## config.mk

```make
export PLATFORM = sky130hd
export DESIGN_NAME = source_text_tokenizer_unit
export DESIGN_NICKNAME = d
export VERILOG_FILES = /design/src/rtl/stt_pkg.sv /design/src/rtl/stt_scan.sv /design/src/rtl/stt_outq.sv /design/src/rtl/source_text_tokenizer_unit.sv
export VERILOG_INCLUDE_DIRS = /design/src /design/src/rtl
export SDC_FILE = /design/constraint.sdc
export NUM_CORES = 1
export LEC_CHECK = 0
export BUFFER_PORTS_ARGS = -buffer_cell sky130_fd_sc_hd__buf_2
export CAP_MARGIN = 5
export CORE_MARGIN = 3
export CORE_UTILIZATION = 45
export DETAILED_ROUTE_END_ITERATION = 16
export PLACE_DENSITY_LB_ADDON = 0.25
export SYNTH_ARGS = -nofsm -noshare
export SYNTH_HDL_FRONTEND = slang
export SYNTH_HIERARCHICAL = 1
export SYNTH_SLANG_ARGS = --single-unit
```

## constraint.sdc

```tcl
create_clock -name clk -period 10.43 [get_ports clk]
set_clock_uncertainty 0.1 [all_clocks]
set_input_delay 1.5645 -clock clk [delete_from_list [all_inputs] [get_ports clk]]
set_output_delay 1.5645 -clock clk [all_outputs]
set_load 0.1 [all_outputs]
```

## src/rtl/assert_macros.svh

```systemverilog
// ----------------------------------------------------------------------------
// assert_macros.svh
// Assertion macros used by the tokenizer RTL; ASSERT_OFF removes them.
// ----------------------------------------------------------------------------
`ifndef ASSERT_MACROS_SVH
`define ASSERT_MACROS_SVH

`ifndef ASSERT_OFF

// checked only while out of reset
`define ASSERT_CHK(label, prop, msg) \
  label: assert property (@(posedge clk) disable iff (!rst_n) (prop)) else $error(msg);

// checked on every edge, reset included
`define ASSERT_ALW(label, prop, msg) \
  label: assert property (@(posedge clk) (prop)) else $error(msg);

`else

`define ASSERT_CHK(label, prop, msg)
`define ASSERT_ALW(label, prop, msg)

`endif

`endif

```

## src/rtl/stt_pkg.sv

```systemverilog
// ----------------------------------------------------------------------------
// stt_pkg
// Types, token kind codes, keyword and operator tables for the tokenizer.
// ----------------------------------------------------------------------------
`default_nettype none

package stt_pkg;

  localparam int POS_WIDTH_DEF = 16;
  localparam int OUT_WIDTH     = 16;
  localparam int KW_NUM        = 7;
  // output queue depth, power of two
  localparam int OQ_DEPTH      = 4;

  // token kinds
  localparam logic [4:0] KIND_EOF     = 5'd0;
  localparam logic [4:0] KIND_IDENT   = 5'd1;
  localparam logic [4:0] KIND_NUMBER  = 5'd2;
  localparam logic [4:0] KIND_STRING  = 5'd3;
  localparam logic [4:0] KIND_KW_BASE = 5'd4;
  localparam logic [4:0] KIND_OP_ASGN = 5'd11;
  localparam logic [4:0] KIND_OP_PLUS = 5'd12;
  localparam logic [4:0] KIND_OP_MINS = 5'd13;
  localparam logic [4:0] KIND_OP_STAR = 5'd14;
  localparam logic [4:0] KIND_OP_SLSH = 5'd15;
  localparam logic [4:0] KIND_OP_SEMI = 5'd16;
  localparam logic [4:0] KIND_OP_COMA = 5'd17;
  localparam logic [4:0] KIND_OP_LPAR = 5'd18;
  localparam logic [4:0] KIND_OP_RPAR = 5'd19;
  localparam logic [4:0] KIND_OP_LBRC = 5'd20;
  localparam logic [4:0] KIND_OP_RBRC = 5'd21;
  localparam logic [4:0] KIND_UNKNOWN = 5'd22;

  // keyword spellings, zero filled to eight bytes
  localparam logic [7:0] KW_TEXT [KW_NUM][8] = '{
    '{"l", "e", "t", 8'h00, 8'h00, 8'h00, 8'h00, 8'h00},
    '{"c", "o", "n", "s", "t", 8'h00, 8'h00, 8'h00},
    '{"f", "u", "n", "c", "t", "i", "o", "n"},
    '{"c", "l", "a", "s", "s", 8'h00, 8'h00, 8'h00},
    '{"r", "e", "t", "u", "r", "n", 8'h00, 8'h00},
    '{"i", "f", 8'h00, 8'h00, 8'h00, 8'h00, 8'h00, 8'h00},
    '{"e", "l", "s", "e", 8'h00, 8'h00, 8'h00, 8'h00}
  };
  localparam logic [3:0] KW_LEN [KW_NUM] = '{4'd3, 4'd5, 4'd8, 4'd5, 4'd6, 4'd2, 4'd4};

  // one result item
  typedef struct packed {
    logic                 last;
    logic [4:0]           kind;
    logic [OUT_WIDTH-1:0] col;
    logic [OUT_WIDTH-1:0] line;
    logic [OUT_WIDTH-1:0] len;
    logic [OUT_WIDTH-1:0] off;
  } tok_t;

  // tokens produced by one accepted item, slot 0 first
  typedef struct packed {
    logic wr0;
    logic wr1;
    tok_t tok0;
    tok_t tok1;
  } scan_wr_t;

  function automatic logic is_alpha(input logic [7:0] b);
    return ((b >= "a") && (b <= "z")) || ((b >= "A") && (b <= "Z"));
  endfunction

  function automatic logic is_digit(input logic [7:0] b);
    return (b >= "0") && (b <= "9");
  endfunction

  function automatic logic is_space(input logic [7:0] b);
    return (b == " ") || (b == 8'h09) || (b == 8'h0D) || (b == 8'h0A);
  endfunction

  // operator byte to kind, anything else unknown
  function automatic logic [4:0] op_kind(input logic [7:0] b);
    logic [4:0] k;
    case (b)
      "=":     k = KIND_OP_ASGN;
      "+":     k = KIND_OP_PLUS;
      "-":     k = KIND_OP_MINS;
      "*":     k = KIND_OP_STAR;
      "/":     k = KIND_OP_SLSH;
      ";":     k = KIND_OP_SEMI;
      ",":     k = KIND_OP_COMA;
      "(":     k = KIND_OP_LPAR;
      ")":     k = KIND_OP_RPAR;
      "{":     k = KIND_OP_LBRC;
      "}":     k = KIND_OP_RBRC;
      default: k = KIND_UNKNOWN;
    endcase
    return k;
  endfunction

  // drop keywords whose byte at pos differs or that are no longer than pos
  function automatic logic [KW_NUM-1:0] kw_filter(input logic [KW_NUM-1:0] kw,
                                                  input logic [7:0] b,
                                                  input logic [2:0] pos);
    logic [KW_NUM-1:0] r;
    for (int k = 0; k < KW_NUM; k++) begin
      r[k] = kw[k] && ({1'b0, pos} < KW_LEN[k]) && (KW_TEXT[k][pos] == b);
    end
    return r;
  endfunction

endpackage

`default_nettype wire

```

## src/rtl/stt_scan.sv

```systemverilog
// ----------------------------------------------------------------------------
// stt_scan
// Scanner state and per-byte next-state logic; emits up to two tokens per item.
// ----------------------------------------------------------------------------
`default_nettype none

module stt_scan
  import stt_pkg::*;
#(
  parameter int POSITION_WIDTH = POS_WIDTH_DEF
) (
  input  wire logic       clk,
  input  wire logic       rst_n,
  input  wire logic       in_fire,
  input  wire logic [7:0] in_byte,
  input  wire logic       in_end,
  output scan_wr_t        wr
);

  localparam int PW = POSITION_WIDTH;

  localparam logic [1:0] MODE_IDLE   = 2'd0;
  localparam logic [1:0] MODE_IDENT  = 2'd1;
  localparam logic [1:0] MODE_NUMBER = 2'd2;
  localparam logic [1:0] MODE_STRING = 2'd3;

  localparam logic [PW-1:0] POS_ZERO = '0;
  localparam logic [PW-1:0] POS_ONE  = PW'(1);

  function automatic logic [PW-1:0] sat_inc(input logic [PW-1:0] v);
    return (&v) ? v : PW'(v + 1'b1);
  endfunction

  function automatic logic [OUT_WIDTH-1:0] clamp16(input logic [PW-1:0] v);
    logic [31:0] w;
    w = 32'(v);
    return (w > 32'h0000_FFFF) ? {OUT_WIDTH{1'b1}} : w[OUT_WIDTH-1:0];
  endfunction

  // state registers
  logic [1:0]        mode_r, mode_nxt;
  logic              qsingle_r, qsingle_nxt;
  logic [PW-1:0]     soff_r, soff_nxt;
  logic [PW-1:0]     sline_r, sline_nxt;
  logic [PW-1:0]     scol_r, scol_nxt;
  logic [PW-1:0]     len_r, len_nxt;
  logic [PW-1:0]     off_r, off_nxt;
  logic [PW-1:0]     line_r, line_nxt;
  logic [PW-1:0]     col_r, col_nxt;
  logic [KW_NUM-1:0] kw_r, kw_nxt;

  // per-byte classification and helpers
  logic              is_end;
  logic              cont_tok;
  logic              idle_pass;
  logic              emit_a;
  logic              emit_i;
  logic              do_adv;
  logic [4:0]        id_kind;
  logic [KW_NUM-1:0] kw_run;
  logic [7:0]        qchar;
  tok_t              tok_a;
  tok_t              tok_i;

  assign is_end = in_end || (in_byte == 8'h00);
  assign qchar  = qsingle_r ? 8'h27 : 8'h22;

  // keyword match of the open identifier, first hit wins
  always_comb begin
    id_kind = KIND_IDENT;
    for (int k = KW_NUM - 1; k >= 0; k--) begin
      if (kw_r[k] && (len_r == PW'(KW_LEN[k]))) begin
        id_kind = KIND_KW_BASE + 5'(k);
      end
    end
  end

  // filter applied while an identifier grows
  assign kw_run = kw_filter(kw_r, in_byte, len_r[2:0]) & {KW_NUM{len_r < PW'(8)}};

  // next state and token generation
  always_comb begin
    mode_nxt    = mode_r;
    qsingle_nxt = qsingle_r;
    soff_nxt    = soff_r;
    sline_nxt   = sline_r;
    scol_nxt    = scol_r;
    len_nxt     = len_r;
    kw_nxt      = kw_r;
    idle_pass   = 1'b1;
    emit_a      = 1'b0;
    emit_i      = 1'b0;
    do_adv      = 1'b0;
    cont_tok    = 1'b0;
    tok_a       = '0;
    tok_i       = '0;

    // close or extend an open token
    case (mode_r)
      MODE_IDENT, MODE_NUMBER: begin
        if (mode_r == MODE_IDENT) begin
          cont_tok = is_alpha(in_byte) || is_digit(in_byte) || (in_byte == "_");
        end else begin
          cont_tok = is_digit(in_byte) || (in_byte == ".");
        end
        if (!is_end && cont_tok) begin
          if (mode_r == MODE_IDENT) begin
            kw_nxt = kw_run;
          end
          len_nxt   = sat_inc(len_r);
          do_adv    = 1'b1;
          idle_pass = 1'b0;
        end else begin
          emit_a     = 1'b1;
          tok_a.kind = (mode_r == MODE_IDENT) ? id_kind : KIND_NUMBER;
          mode_nxt   = MODE_IDLE;
        end
      end
      MODE_STRING: begin
        if (is_end || (in_byte == qchar)) begin
          emit_a     = 1'b1;
          tok_a.kind = KIND_STRING;
          mode_nxt   = MODE_IDLE;
          if (!is_end) begin
            do_adv    = 1'b1;
            idle_pass = 1'b0;
          end
        end else begin
          len_nxt   = sat_inc(len_r);
          do_adv    = 1'b1;
          idle_pass = 1'b0;
        end
      end
      default: begin
      end
    endcase
    tok_a.off  = clamp16(soff_r);
    tok_a.len  = clamp16(len_r);
    tok_a.line = clamp16(sline_r);
    tok_a.col  = clamp16(scol_r);

    // current byte between tokens
    tok_i.off  = clamp16(off_r);
    tok_i.line = clamp16(line_r);
    tok_i.col  = clamp16(col_r);
    if (idle_pass) begin
      if (is_end) begin
        emit_i     = 1'b1;
        tok_i.kind = KIND_EOF;
        tok_i.len  = '0;
      end else if (is_space(in_byte)) begin
        do_adv = 1'b1;
      end else if ((in_byte == 8'h22) || (in_byte == 8'h27)) begin
        mode_nxt    = MODE_STRING;
        qsingle_nxt = (in_byte == 8'h27);
        soff_nxt    = sat_inc(off_r);
        sline_nxt   = line_r;
        scol_nxt    = col_r;
        len_nxt     = POS_ZERO;
        kw_nxt      = '1;
        do_adv      = 1'b1;
      end else if (is_alpha(in_byte) || (in_byte == "_")) begin
        mode_nxt  = MODE_IDENT;
        soff_nxt  = off_r;
        sline_nxt = line_r;
        scol_nxt  = col_r;
        len_nxt   = POS_ONE;
        kw_nxt    = kw_filter('1, in_byte, 3'd0);
        do_adv    = 1'b1;
      end else if (is_digit(in_byte)) begin
        mode_nxt  = MODE_NUMBER;
        soff_nxt  = off_r;
        sline_nxt = line_r;
        scol_nxt  = col_r;
        len_nxt   = POS_ONE;
        kw_nxt    = '1;
        do_adv    = 1'b1;
      end else begin
        emit_i     = 1'b1;
        tok_i.kind = op_kind(in_byte);
        tok_i.len  = OUT_WIDTH'(1);
        do_adv     = 1'b1;
      end
    end

    // position advance over the consumed byte
    off_nxt  = off_r;
    line_nxt = line_r;
    col_nxt  = col_r;
    if (do_adv) begin
      off_nxt = sat_inc(off_r);
      if (in_byte == 8'h0A) begin
        line_nxt = sat_inc(line_r);
        col_nxt  = POS_ONE;
      end else begin
        col_nxt = sat_inc(col_r);
      end
    end

    // end of source returns everything to the reset state
    if (idle_pass && is_end) begin
      mode_nxt    = MODE_IDLE;
      qsingle_nxt = 1'b0;
      soff_nxt    = POS_ZERO;
      sline_nxt   = POS_ONE;
      scol_nxt    = POS_ONE;
      len_nxt     = POS_ZERO;
      off_nxt     = POS_ZERO;
      line_nxt    = POS_ONE;
      col_nxt     = POS_ONE;
      kw_nxt      = '1;
    end
  end

  // token slots, last flag on the final one
  always_comb begin
    wr      = '0;
    wr.tok0 = emit_a ? tok_a : tok_i;
    wr.tok1 = tok_i;
    wr.tok0.last = !(emit_a && emit_i);
    wr.tok1.last = 1'b1;
    wr.wr0  = in_fire && (emit_a || emit_i);
    wr.wr1  = in_fire && emit_a && emit_i;
  end

  // state update on each accepted item
  always_ff @(posedge clk) begin
    if (!rst_n) begin
      mode_r    <= MODE_IDLE;
      qsingle_r <= 1'b0;
      soff_r    <= POS_ZERO;
      sline_r   <= POS_ONE;
      scol_r    <= POS_ONE;
      len_r     <= POS_ZERO;
      off_r     <= POS_ZERO;
      line_r    <= POS_ONE;
      col_r     <= POS_ONE;
      kw_r      <= '1;
    end else if (in_fire) begin
      mode_r    <= mode_nxt;
      qsingle_r <= qsingle_nxt;
      soff_r    <= soff_nxt;
      sline_r   <= sline_nxt;
      scol_r    <= scol_nxt;
      len_r     <= len_nxt;
      off_r     <= off_nxt;
      line_r    <= line_nxt;
      col_r     <= col_nxt;
      kw_r      <= kw_nxt;
    end
  end

endmodule

`default_nettype wire

```

## src/rtl/stt_outq.sv

```systemverilog
// ----------------------------------------------------------------------------
// stt_outq
// Small token queue: up to two in a cycle, one out a cycle while out_ready.
// ----------------------------------------------------------------------------
`default_nettype none

module stt_outq
  import stt_pkg::*;
(
  input  wire logic     clk,
  input  wire logic     rst_n,
  input  wire scan_wr_t wr,
  output logic          room,
  output logic          out_valid,
  input  wire logic     out_ready,
  output tok_t          out_tok
);

  localparam int AW = $clog2(OQ_DEPTH);
  localparam int CW = $clog2(OQ_DEPTH + 1);

  tok_t           mem_r [OQ_DEPTH];
  logic [AW-1:0]  rd_ptr_r, rd_ptr_nxt;
  logic [AW-1:0]  wr_ptr_r, wr_ptr_nxt;
  logic [CW-1:0]  count_r, count_nxt;
  logic           pop;
  logic [AW-1:0]  wr_ptr_p1;

  assign out_valid = (count_r != '0);
  assign out_tok   = mem_r[rd_ptr_r];
  assign pop       = out_valid && out_ready;
  assign room      = (count_r <= CW'(OQ_DEPTH - 2));
  assign wr_ptr_p1 = AW'(wr_ptr_r + 1'b1);

  // pointer and fill count bookkeeping
  always_comb begin
    rd_ptr_nxt = pop ? AW'(rd_ptr_r + 1'b1) : rd_ptr_r;
    wr_ptr_nxt = wr.wr1 ? AW'(wr_ptr_r + 2'd2) : (wr.wr0 ? wr_ptr_p1 : wr_ptr_r);
    count_nxt  = CW'(count_r + CW'(wr.wr0) + CW'(wr.wr1) - CW'(pop));
  end

  always_ff @(posedge clk) begin
    if (!rst_n) begin
      rd_ptr_r <= '0;
      wr_ptr_r <= '0;
      count_r  <= '0;
    end else begin
      rd_ptr_r <= rd_ptr_nxt;
      wr_ptr_r <= wr_ptr_nxt;
      count_r  <= count_nxt;
    end
  end

  // token storage
  always_ff @(posedge clk) begin
    if (wr.wr0) begin
      mem_r[wr_ptr_r] <= wr.tok0;
    end
    if (wr.wr1) begin
      mem_r[wr_ptr_p1] <= wr.tok1;
    end
  end

endmodule

`default_nettype wire

```

## src/rtl/source_text_tokenizer_unit.sv

```systemverilog
// ----------------------------------------------------------------------------
// source_text_tokenizer_unit
// Streaming lexical tokenizer: one source byte in, zero to two tokens out.
// ----------------------------------------------------------------------------
// Usage:
//   in_*  : one source byte per item; in_tlast (or a zero byte) ends the
//           source and yields any open token followed by an EOF token.
//   out_* : one token per item; out_tuser is the token kind, out_tlast marks
//           the final token produced by one input item.
// Output path: tokens of an accepted item are written into the registered
//   token queue and reach out_* behind any tokens still queued.
// Throughput: one input byte per cycle while in_tready is high, set by the
//   single-pass scanner state update. The output side moves one token per
//   cycle while out_tready is high, so a byte that closes a token and starts
//   an operator or EOF yields two tokens; a four-entry token queue absorbs this.
// Stall: in_tready drops while fewer than two queue entries are free, i.e.
//   three or more tokens wait. Bytes that yield no token keep flowing under
//   a stalled receiver until that many tokens have piled up.
// Reset: synchronous rst_n clears the scanner to line 1, column 1, offset 0
//   and empties the queue. After each EOF token the scanner returns to the
//   same state and the next byte starts a new source.
// ----------------------------------------------------------------------------
`default_nettype none

`include "assert_macros.svh"

module source_text_tokenizer_unit
  import stt_pkg::*;
#(
  parameter int POSITION_WIDTH = POS_WIDTH_DEF
) (
  input  wire logic        clk,
  input  wire logic        rst_n,
  input  wire logic        in_tvalid,
  output logic             in_tready,
  input  wire logic [7:0]  in_tdata,   // source_byte
  input  wire logic        in_tlast,   // end_of_source
  output logic             out_tvalid,
  input  wire logic        out_tready,
  output logic [63:0]      out_tdata,  // lexeme_offset, lexeme_length, line_number,
                                       // column_number
  output logic [4:0]       out_tuser,  // token_kind
  output logic             out_tlast   // last_in_run
);

  scan_wr_t wr;
  tok_t     out_tok;
  logic     in_fire;
  logic     room;
  logic     eof_out;

  assign in_tready = room;
  assign in_fire   = in_tvalid && in_tready;

  // scanner
  stt_scan #(
    .POSITION_WIDTH (POSITION_WIDTH)
  ) u_scan (
    .clk     (clk),
    .rst_n   (rst_n),
    .in_fire (in_fire),
    .in_byte (in_tdata),
    .in_end  (in_tlast),
    .wr      (wr)
  );

  // token queue
  stt_outq u_outq (
    .clk       (clk),
    .rst_n     (rst_n),
    .wr        (wr),
    .room      (room),
    .out_valid (out_tvalid),
    .out_ready (out_tready),
    .out_tok   (out_tok)
  );

  // output packing
  assign out_tdata = {out_tok.col, out_tok.line, out_tok.len, out_tok.off};
  assign out_tuser = out_tok.kind;
  assign out_tlast = out_tok.last;

  // eof token on the output
  assign eof_out = out_tvalid && (out_tuser == KIND_EOF);

  // checks
  `ASSERT_ALW(a_empty_after_reset, !rst_n |=> !out_tvalid, "output valid right after reset")
  `ASSERT_CHK(a_wr_on_accept, wr.wr0 |-> in_fire, "token written without accepted item")
  `ASSERT_CHK(a_pair_order, wr.wr1 |-> (wr.wr0 && !wr.tok0.last && wr.tok1.last), "bad pair")
  `ASSERT_CHK(a_eof_shape, eof_out |-> (out_tlast && out_tdata[31:16] == 16'd0), "bad eof")

endmodule

`default_nettype wire

```

* Word-level counts from Yosys, hierarchy flattened
Memory sizes are Yosys's and may differ from the RTL's. A register that Yosys moved wholly into a read port is not among the register bits.
Cells that the tools add are included.
** Storage, ports and cells
- Register bits after elaboration :: 129
- Memory bits (writable) :: 280
- Bits in read-only memories :: 448
- Bits of input ports :: 13
- Memories kept :: 8
** Memory list
- u_outq.mem_r :: words 4, width 70, read ports 1, clocked after Yosys merged registers in 1, wr ports 2, line stt_outq.sv:22 : tok_t mem_r [OQ_DEPTH];
- (name not given) :: words 8, width 8, read ports 1, clocked after Yosys merged registers in 0, wr ports 0, line stt_pkg.sv:102 : r[k] = kw[k] && ({1'b0, pos} < KW_LEN[k]) && (KW_TEXT[k][pos] == b);
- (name not given) :: words 8, width 8, read ports 1, clocked after Yosys merged registers in 0, wr ports 0, line stt_pkg.sv:102
- (name not given) :: words 8, width 8, read ports 1, clocked after Yosys merged registers in 0, wr ports 0, line stt_pkg.sv:102
- (name not given) :: words 8, width 8, read ports 1, clocked after Yosys merged registers in 0, wr ports 0, line stt_pkg.sv:102
- (name not given) :: words 8, width 8, read ports 1, clocked after Yosys merged registers in 0, wr ports 0, line stt_pkg.sv:102
- +2 memories
** Cells by class
- Add/subtract/negate cells :: 10
- Order comparisons :: 14
- Equal/unequal tests :: 46
- Mux-type cells :: 136
- Bitwise logic cells :: 2
- Reductions and logical operators :: 63
** Operators with widths (count)
- $mux 16 :: 47
- $mux 8 :: 14
- $eq 8x6->1 const B :: 13
- $mux 5 :: 14
- $mux 7 :: 10
- $mux 69 :: 1
- $add 16x1->16 const B :: 4
- $eq 8x8->1 :: 8
- $reduce_and 16->1 :: 4
- $pmux 5 s11 :: 1
- $eq 16x3->1 const B :: 3
- $eq 7x8->1 const A :: 6
- $eq 16x2->1 const B :: 2
- $pmux 16 s2 :: 1
- $logic_and 1x1->1 :: 31
- $mux 2 :: 14
- $mux 1 :: 27
- $eq 8x4->1 const B :: 3
- $eq 8x7->1 const B :: 3
- $eq 16x4->1 const B :: 1
- $ge 8x7->1 const B :: 2
- $le 8x7->1 const B :: 2
- $lt 16x4->1 const B :: 1
- $logic_or 1x1->1 :: 12
- other kinds (31) :: 47

* Depth between registers and ports, before layout
- Depth after elaboration :: 17
- Gate-level depth with buffers :: 16
- Depth with buffers taken out :: 14

* Cells and area by module
Netlist, hierarchy kept.
** Modules (own cells, without submodules)
- stt_outq :: times used 1, cells an instance 732, area an instance 14114.8 sq um, sequential area each 8588.2 sq um
- stt_scan :: times used 1, cells an instance 1210, area an instance 8449.4 sq um, sequential area each 2442.3 sq um
- source_text_tokenizer_unit :: times used 1, cells an instance 1, area an instance 6.3 sq um, sequential area each 0.0 sq um

* Worst setup path before layout
Ideal clock, no wire load.
- Path kind :: input-to-reg
- From :: input in_tdata[3]
- To :: memory u_outq/mem_r[2][0] in the netlist's numbering, enable pin
- Setup time :: 430 ps
- Arrival time :: 5389 ps
- Data required time :: 9900 ps
- Path slack :: 4511 ps
- Stages :: 13
- Path buffers :: 4
- Cell sequence :: buf_2 -> nor4_4 -> a21oi_1 -> a31o_2 -> o21a_1 -> o21ba_2 -> clkbuf_1 -> a21oi_1 -> and3_1 -> buf_6 -> nand2_2 -> buf_6 -> nand2_1
** RTL lines
- from (decl) :: line source_text_tokenizer_unit.sv:36 : input wire logic [7:0] in_tdata,
- to (decl) :: line stt_outq.sv:22

==> summary.md <==
| Metric | Value |
|---|---|
| Status | finished clean |
| F_max | roughly 170 MHz |
| Peak VDD IR | 0.174 mV |
| Ranking of synthesized cells by area | edfxtp_1 (37%), mux2_2 (14%), dfxtp_1 (12%), mux4_2 (7.0%), nand2_1 (3.9%) |
| Leak Pwr | 8.84 nW |
| Commonest non-fill, non-tap cell in the layout | mux2_2 |
| Endpoints failing hold | 0 |
| P_int | 3.15 mW |
| Min cycle time layout | about 6 ns |
| Relative slew slack | 0.173 |
| Final Util | 0.499 |
| Grt total ovfl | 0 |
| Largest family of logic cells by synthesized area | multiplexers |
| CTS Buffer Depth | 3 |
| Die ar. | between 50,000 and 60,000 sq um |
| Multiplexer area fraction after synthesis | 0.213 |
| Initial antenna violation count | 1 |
| TritonCTS Buffers | 46 |
| Core Rows | between 80 and 90 |
| Share of cells above drive strength 1 | 0.279 |
| DP Area | roughly 23,000 sq um |
| HPWL Detailed | around 36 mm |
| Worst EP required | 10.63 ns |
| ANT nets after route | 0 |
| Slew Viols, Final | 0 |
| Die X | between 200 and 250 um |
| R2R depth | 15 |
| Post_cts resized | 0 |
| Tcrit/Tclk final | 0.564 |
| Htree depth | 2 |
| Synth Area in XOR/XNOR | 0.0179 |
| GPL Wtd Cong | about 0.89 |
| Sequential share of the synthesized area | 0.489 |
| Core area | between 40,000 and 50,000 sq um |
| Starting Density | 0.458 |
| Mapped Cells | just under 2,000 |
| Area leader, netlist | edfxtp_1 |
| Routed via count | ~16,000 |
| Post-synthesis cell type count | 93 |
| Setup crit end kind | flip-flop |
| Most common flop cell mapped by yosys | edfxtp_1 |
| Setup CP Type | input pin to flip-flop |
| Ys Warns | 6 |
| Synth Area in Adders | 0.0123 |
| Die Y | about 230 um |
| Largest net degree at the start of global routing | 71 |
| PD cells | about 220 nW/um^2 |
| Hold WC Path Type | flip-flop to flip-flop |
| Top cell type's share of synthesized area | 0.373 |
| Postcts setup bufs | 0 |
| Gr usage total | 0.220 |
| Overall Power | 5.33 mW |
| Mapped Area | 22,600 sq um |
| Setup TNS | 0 ns |
| Initial drt markers | about 1,400 |
| CTS tree | yes |
| Post-synthesis async set-or-reset flop share | 0 |
| Clk network pwr share | 0.287 |
| Clk root buf | clkbuf_16 |
| Routed wire length | around 59 mm |
| Most frequent cells in the layout | mux2_2 (281), edfxtp_1 (280), nand2_1 (230) |
| Yosys reg bits | 411 |
| Worst-path clk slew | roughly 0.060 ns |
| Net count, final | approximately 2,000 |
| Power share of the combinational group | 0.346 |
| Vias in the first global route | ~16,000 |
| # DRC | 0 |
| Sequential share of power | 0.368 |
| Post-synth EDFFs | 280 |
| Simple logic cell fraction of the synthesized area | 0.127 |
| Crit-path max FO | 70 |
| Layout area overhead | 9.00% |
| Hold buffer count at cts | 0 |
| I/O Pins | between 80 and 90 |
| Slew of the pin with the lowest slew margin | between 1 and 1.5 ns |
| Worst skew pair latency | about 0.56 ns |
| Port Buf Inserts | 84 |
| First-pass GRT wire length | between 90 and 100 mm |
| Via density | about 6.0 |
| RSZ-0062 raised after global routing | no |
| # Max-Cap Violations | 0 |
| Drt first pass iters | 6 |
| Clock sink count | just over 400 |
| Placed Cells | roughly 2,600 |
| CP startpoint kind | input pin |
| Net Switching | approximately 2.2 mW |
| # setup viols final | 0 |
| Post-Layout Inst Area | around 25,000 sq um |
| Routed len/inst | roughly 22 um |
| Non-Filler Instances | around 2,700 |
| Switch share | 0.409 |
| Complex-gate fraction of the synthesized area | 0.0946 |
| Hold Path Stages | 2 |
| Syn avg cell area | between 10 and 15 sq um |
| Worst endpoint data arrival time | around 6.1 ns |
| Diodes inserted | 0 |
[path summary, 6_finish.rpt]
check	start	endpoint	slack, ns
worst max-delay path	in_tdata[1]	u_outq/mem_r[1][61]	4.55
worst min-delay path	u_scan/soff_r[12]	u_scan/soff_r[12]	0.35
worst max register to register	u_scan/mode_r[0]	u_outq/count_r[2]	5.89
worst min register to register	u_scan/soff_r[12]	u_scan/soff_r[12]	0.35
[cells in the mapped netlist (all sizes together), types with 4 or more instances]
master,instances
and2,24
mux2,281
a21o,9
a211oi,7
and4,7
nor3,32
a2111oi,5
buf,75
nand3,41
nor2b,9
nor4b,4
o22ai,6
nor4,15
edfxtp,280
a21oi,111
nand3b,6
nand4,55
o32ai,4
mux4,70
mux2i,6
ha,19
inv,34
and3,16
a311oi,4
a31oi,18
nand2b,4
or3,15
o211ai,9
nor2,103
xnor2,25
xor2,21
nand2,238
o21ai,117
a221oi,4
dfxtp,131
clkbuf,71
[registers in the layout, indices dropped and copies added (netlist names), named ones only]
signal	count
u_scan/qsingle_r	1
u_scan/col_r	16
u_scan/off_r	16
u_scan/sline_r	16
u_outq/mem_r	280
u_outq/wr_ptr_r	2
u_scan/scol_r	16
u_scan/mode_r	2
u_outq/count_r	3
u_scan/len_r	16
u_scan/soff_r	16
u_outq/rd_ptr_r	2
u_scan/line_r	16
u_scan/kw_r	7
[power groups by stage]
| stage | Sequential (mW) | Clock [mW] | Combinational (mW) |
|---|---|---|---|
| after floorplan | 1.95 | 0 | 1.55 |
| after global placement | 1.99 | 0 | 1.85 |
| after detailed placement | 2.00 | 0 | 1.85 |
| after CTS | 1.96 | 1.56 | 1.86 |
| after global routing | 1.98 | 1.63 | 1.91 |
| final | 1.96 | 1.53 | 1.84 |
[per-layer routing]
| metal | wire length, um | up-vias | global-route usage |
|---|---|---|---|
| li1 | - | 7361 | - |
| met1 | 26400 | 7983 | 0.311 |
| met2 | 28100 | 481 | 0.359 |
| met3 | 3210 | 79 | 0.0308 |
| met4 | 1020 | 0 | 0.0532 |
| met5 | 0 | - | 0 |
[logic make-up after synthesis]
group	count (synthesis)
multiplexers	357
AO/OA/AOI/OAI	341
XOR/XNOR	46
AND/OR/NAND/NOR	583
adder cells (fa/ha/maj)	21
other	2
buffers and inverters	182
flip-flops	411
[critical path, stage by stage]
cell	delay (ns)
buf_2	0.40
clkinv_1	0.51
a2111oi_4	0.96
a211oi_2	0.20
o211ai_1	0.24
a21oi_1	0.17
and3_1	0.46
nand2_4	0.15
buf_4	0.86
mux2_2	0.43
[stage by stage]
stage          hold slack [ns]  setup slack (ns)
2_1_floorplan            0.325              4.51
3_3_place_gp             0.334              4.04
3_5_place_dp             0.343              4.05
4_1_cts                  0.358              4.62
5_1_grt                  0.384              4.37
6_report                 0.352              4.55
[area by class of cell]
class / instances / area [sq um]
inverters: 36 / 135
clock buffers: 74 / 1370
clock inverters: 11 / 56.3
flip-flops and latches: 411 / 11000
multi-input cells: 1364 / 10600
fillers: 4408 / 24700
repair buffers: 104 / 571
well taps: 664 / 831
Note: power is estimated with default switching activity, not from simulation.
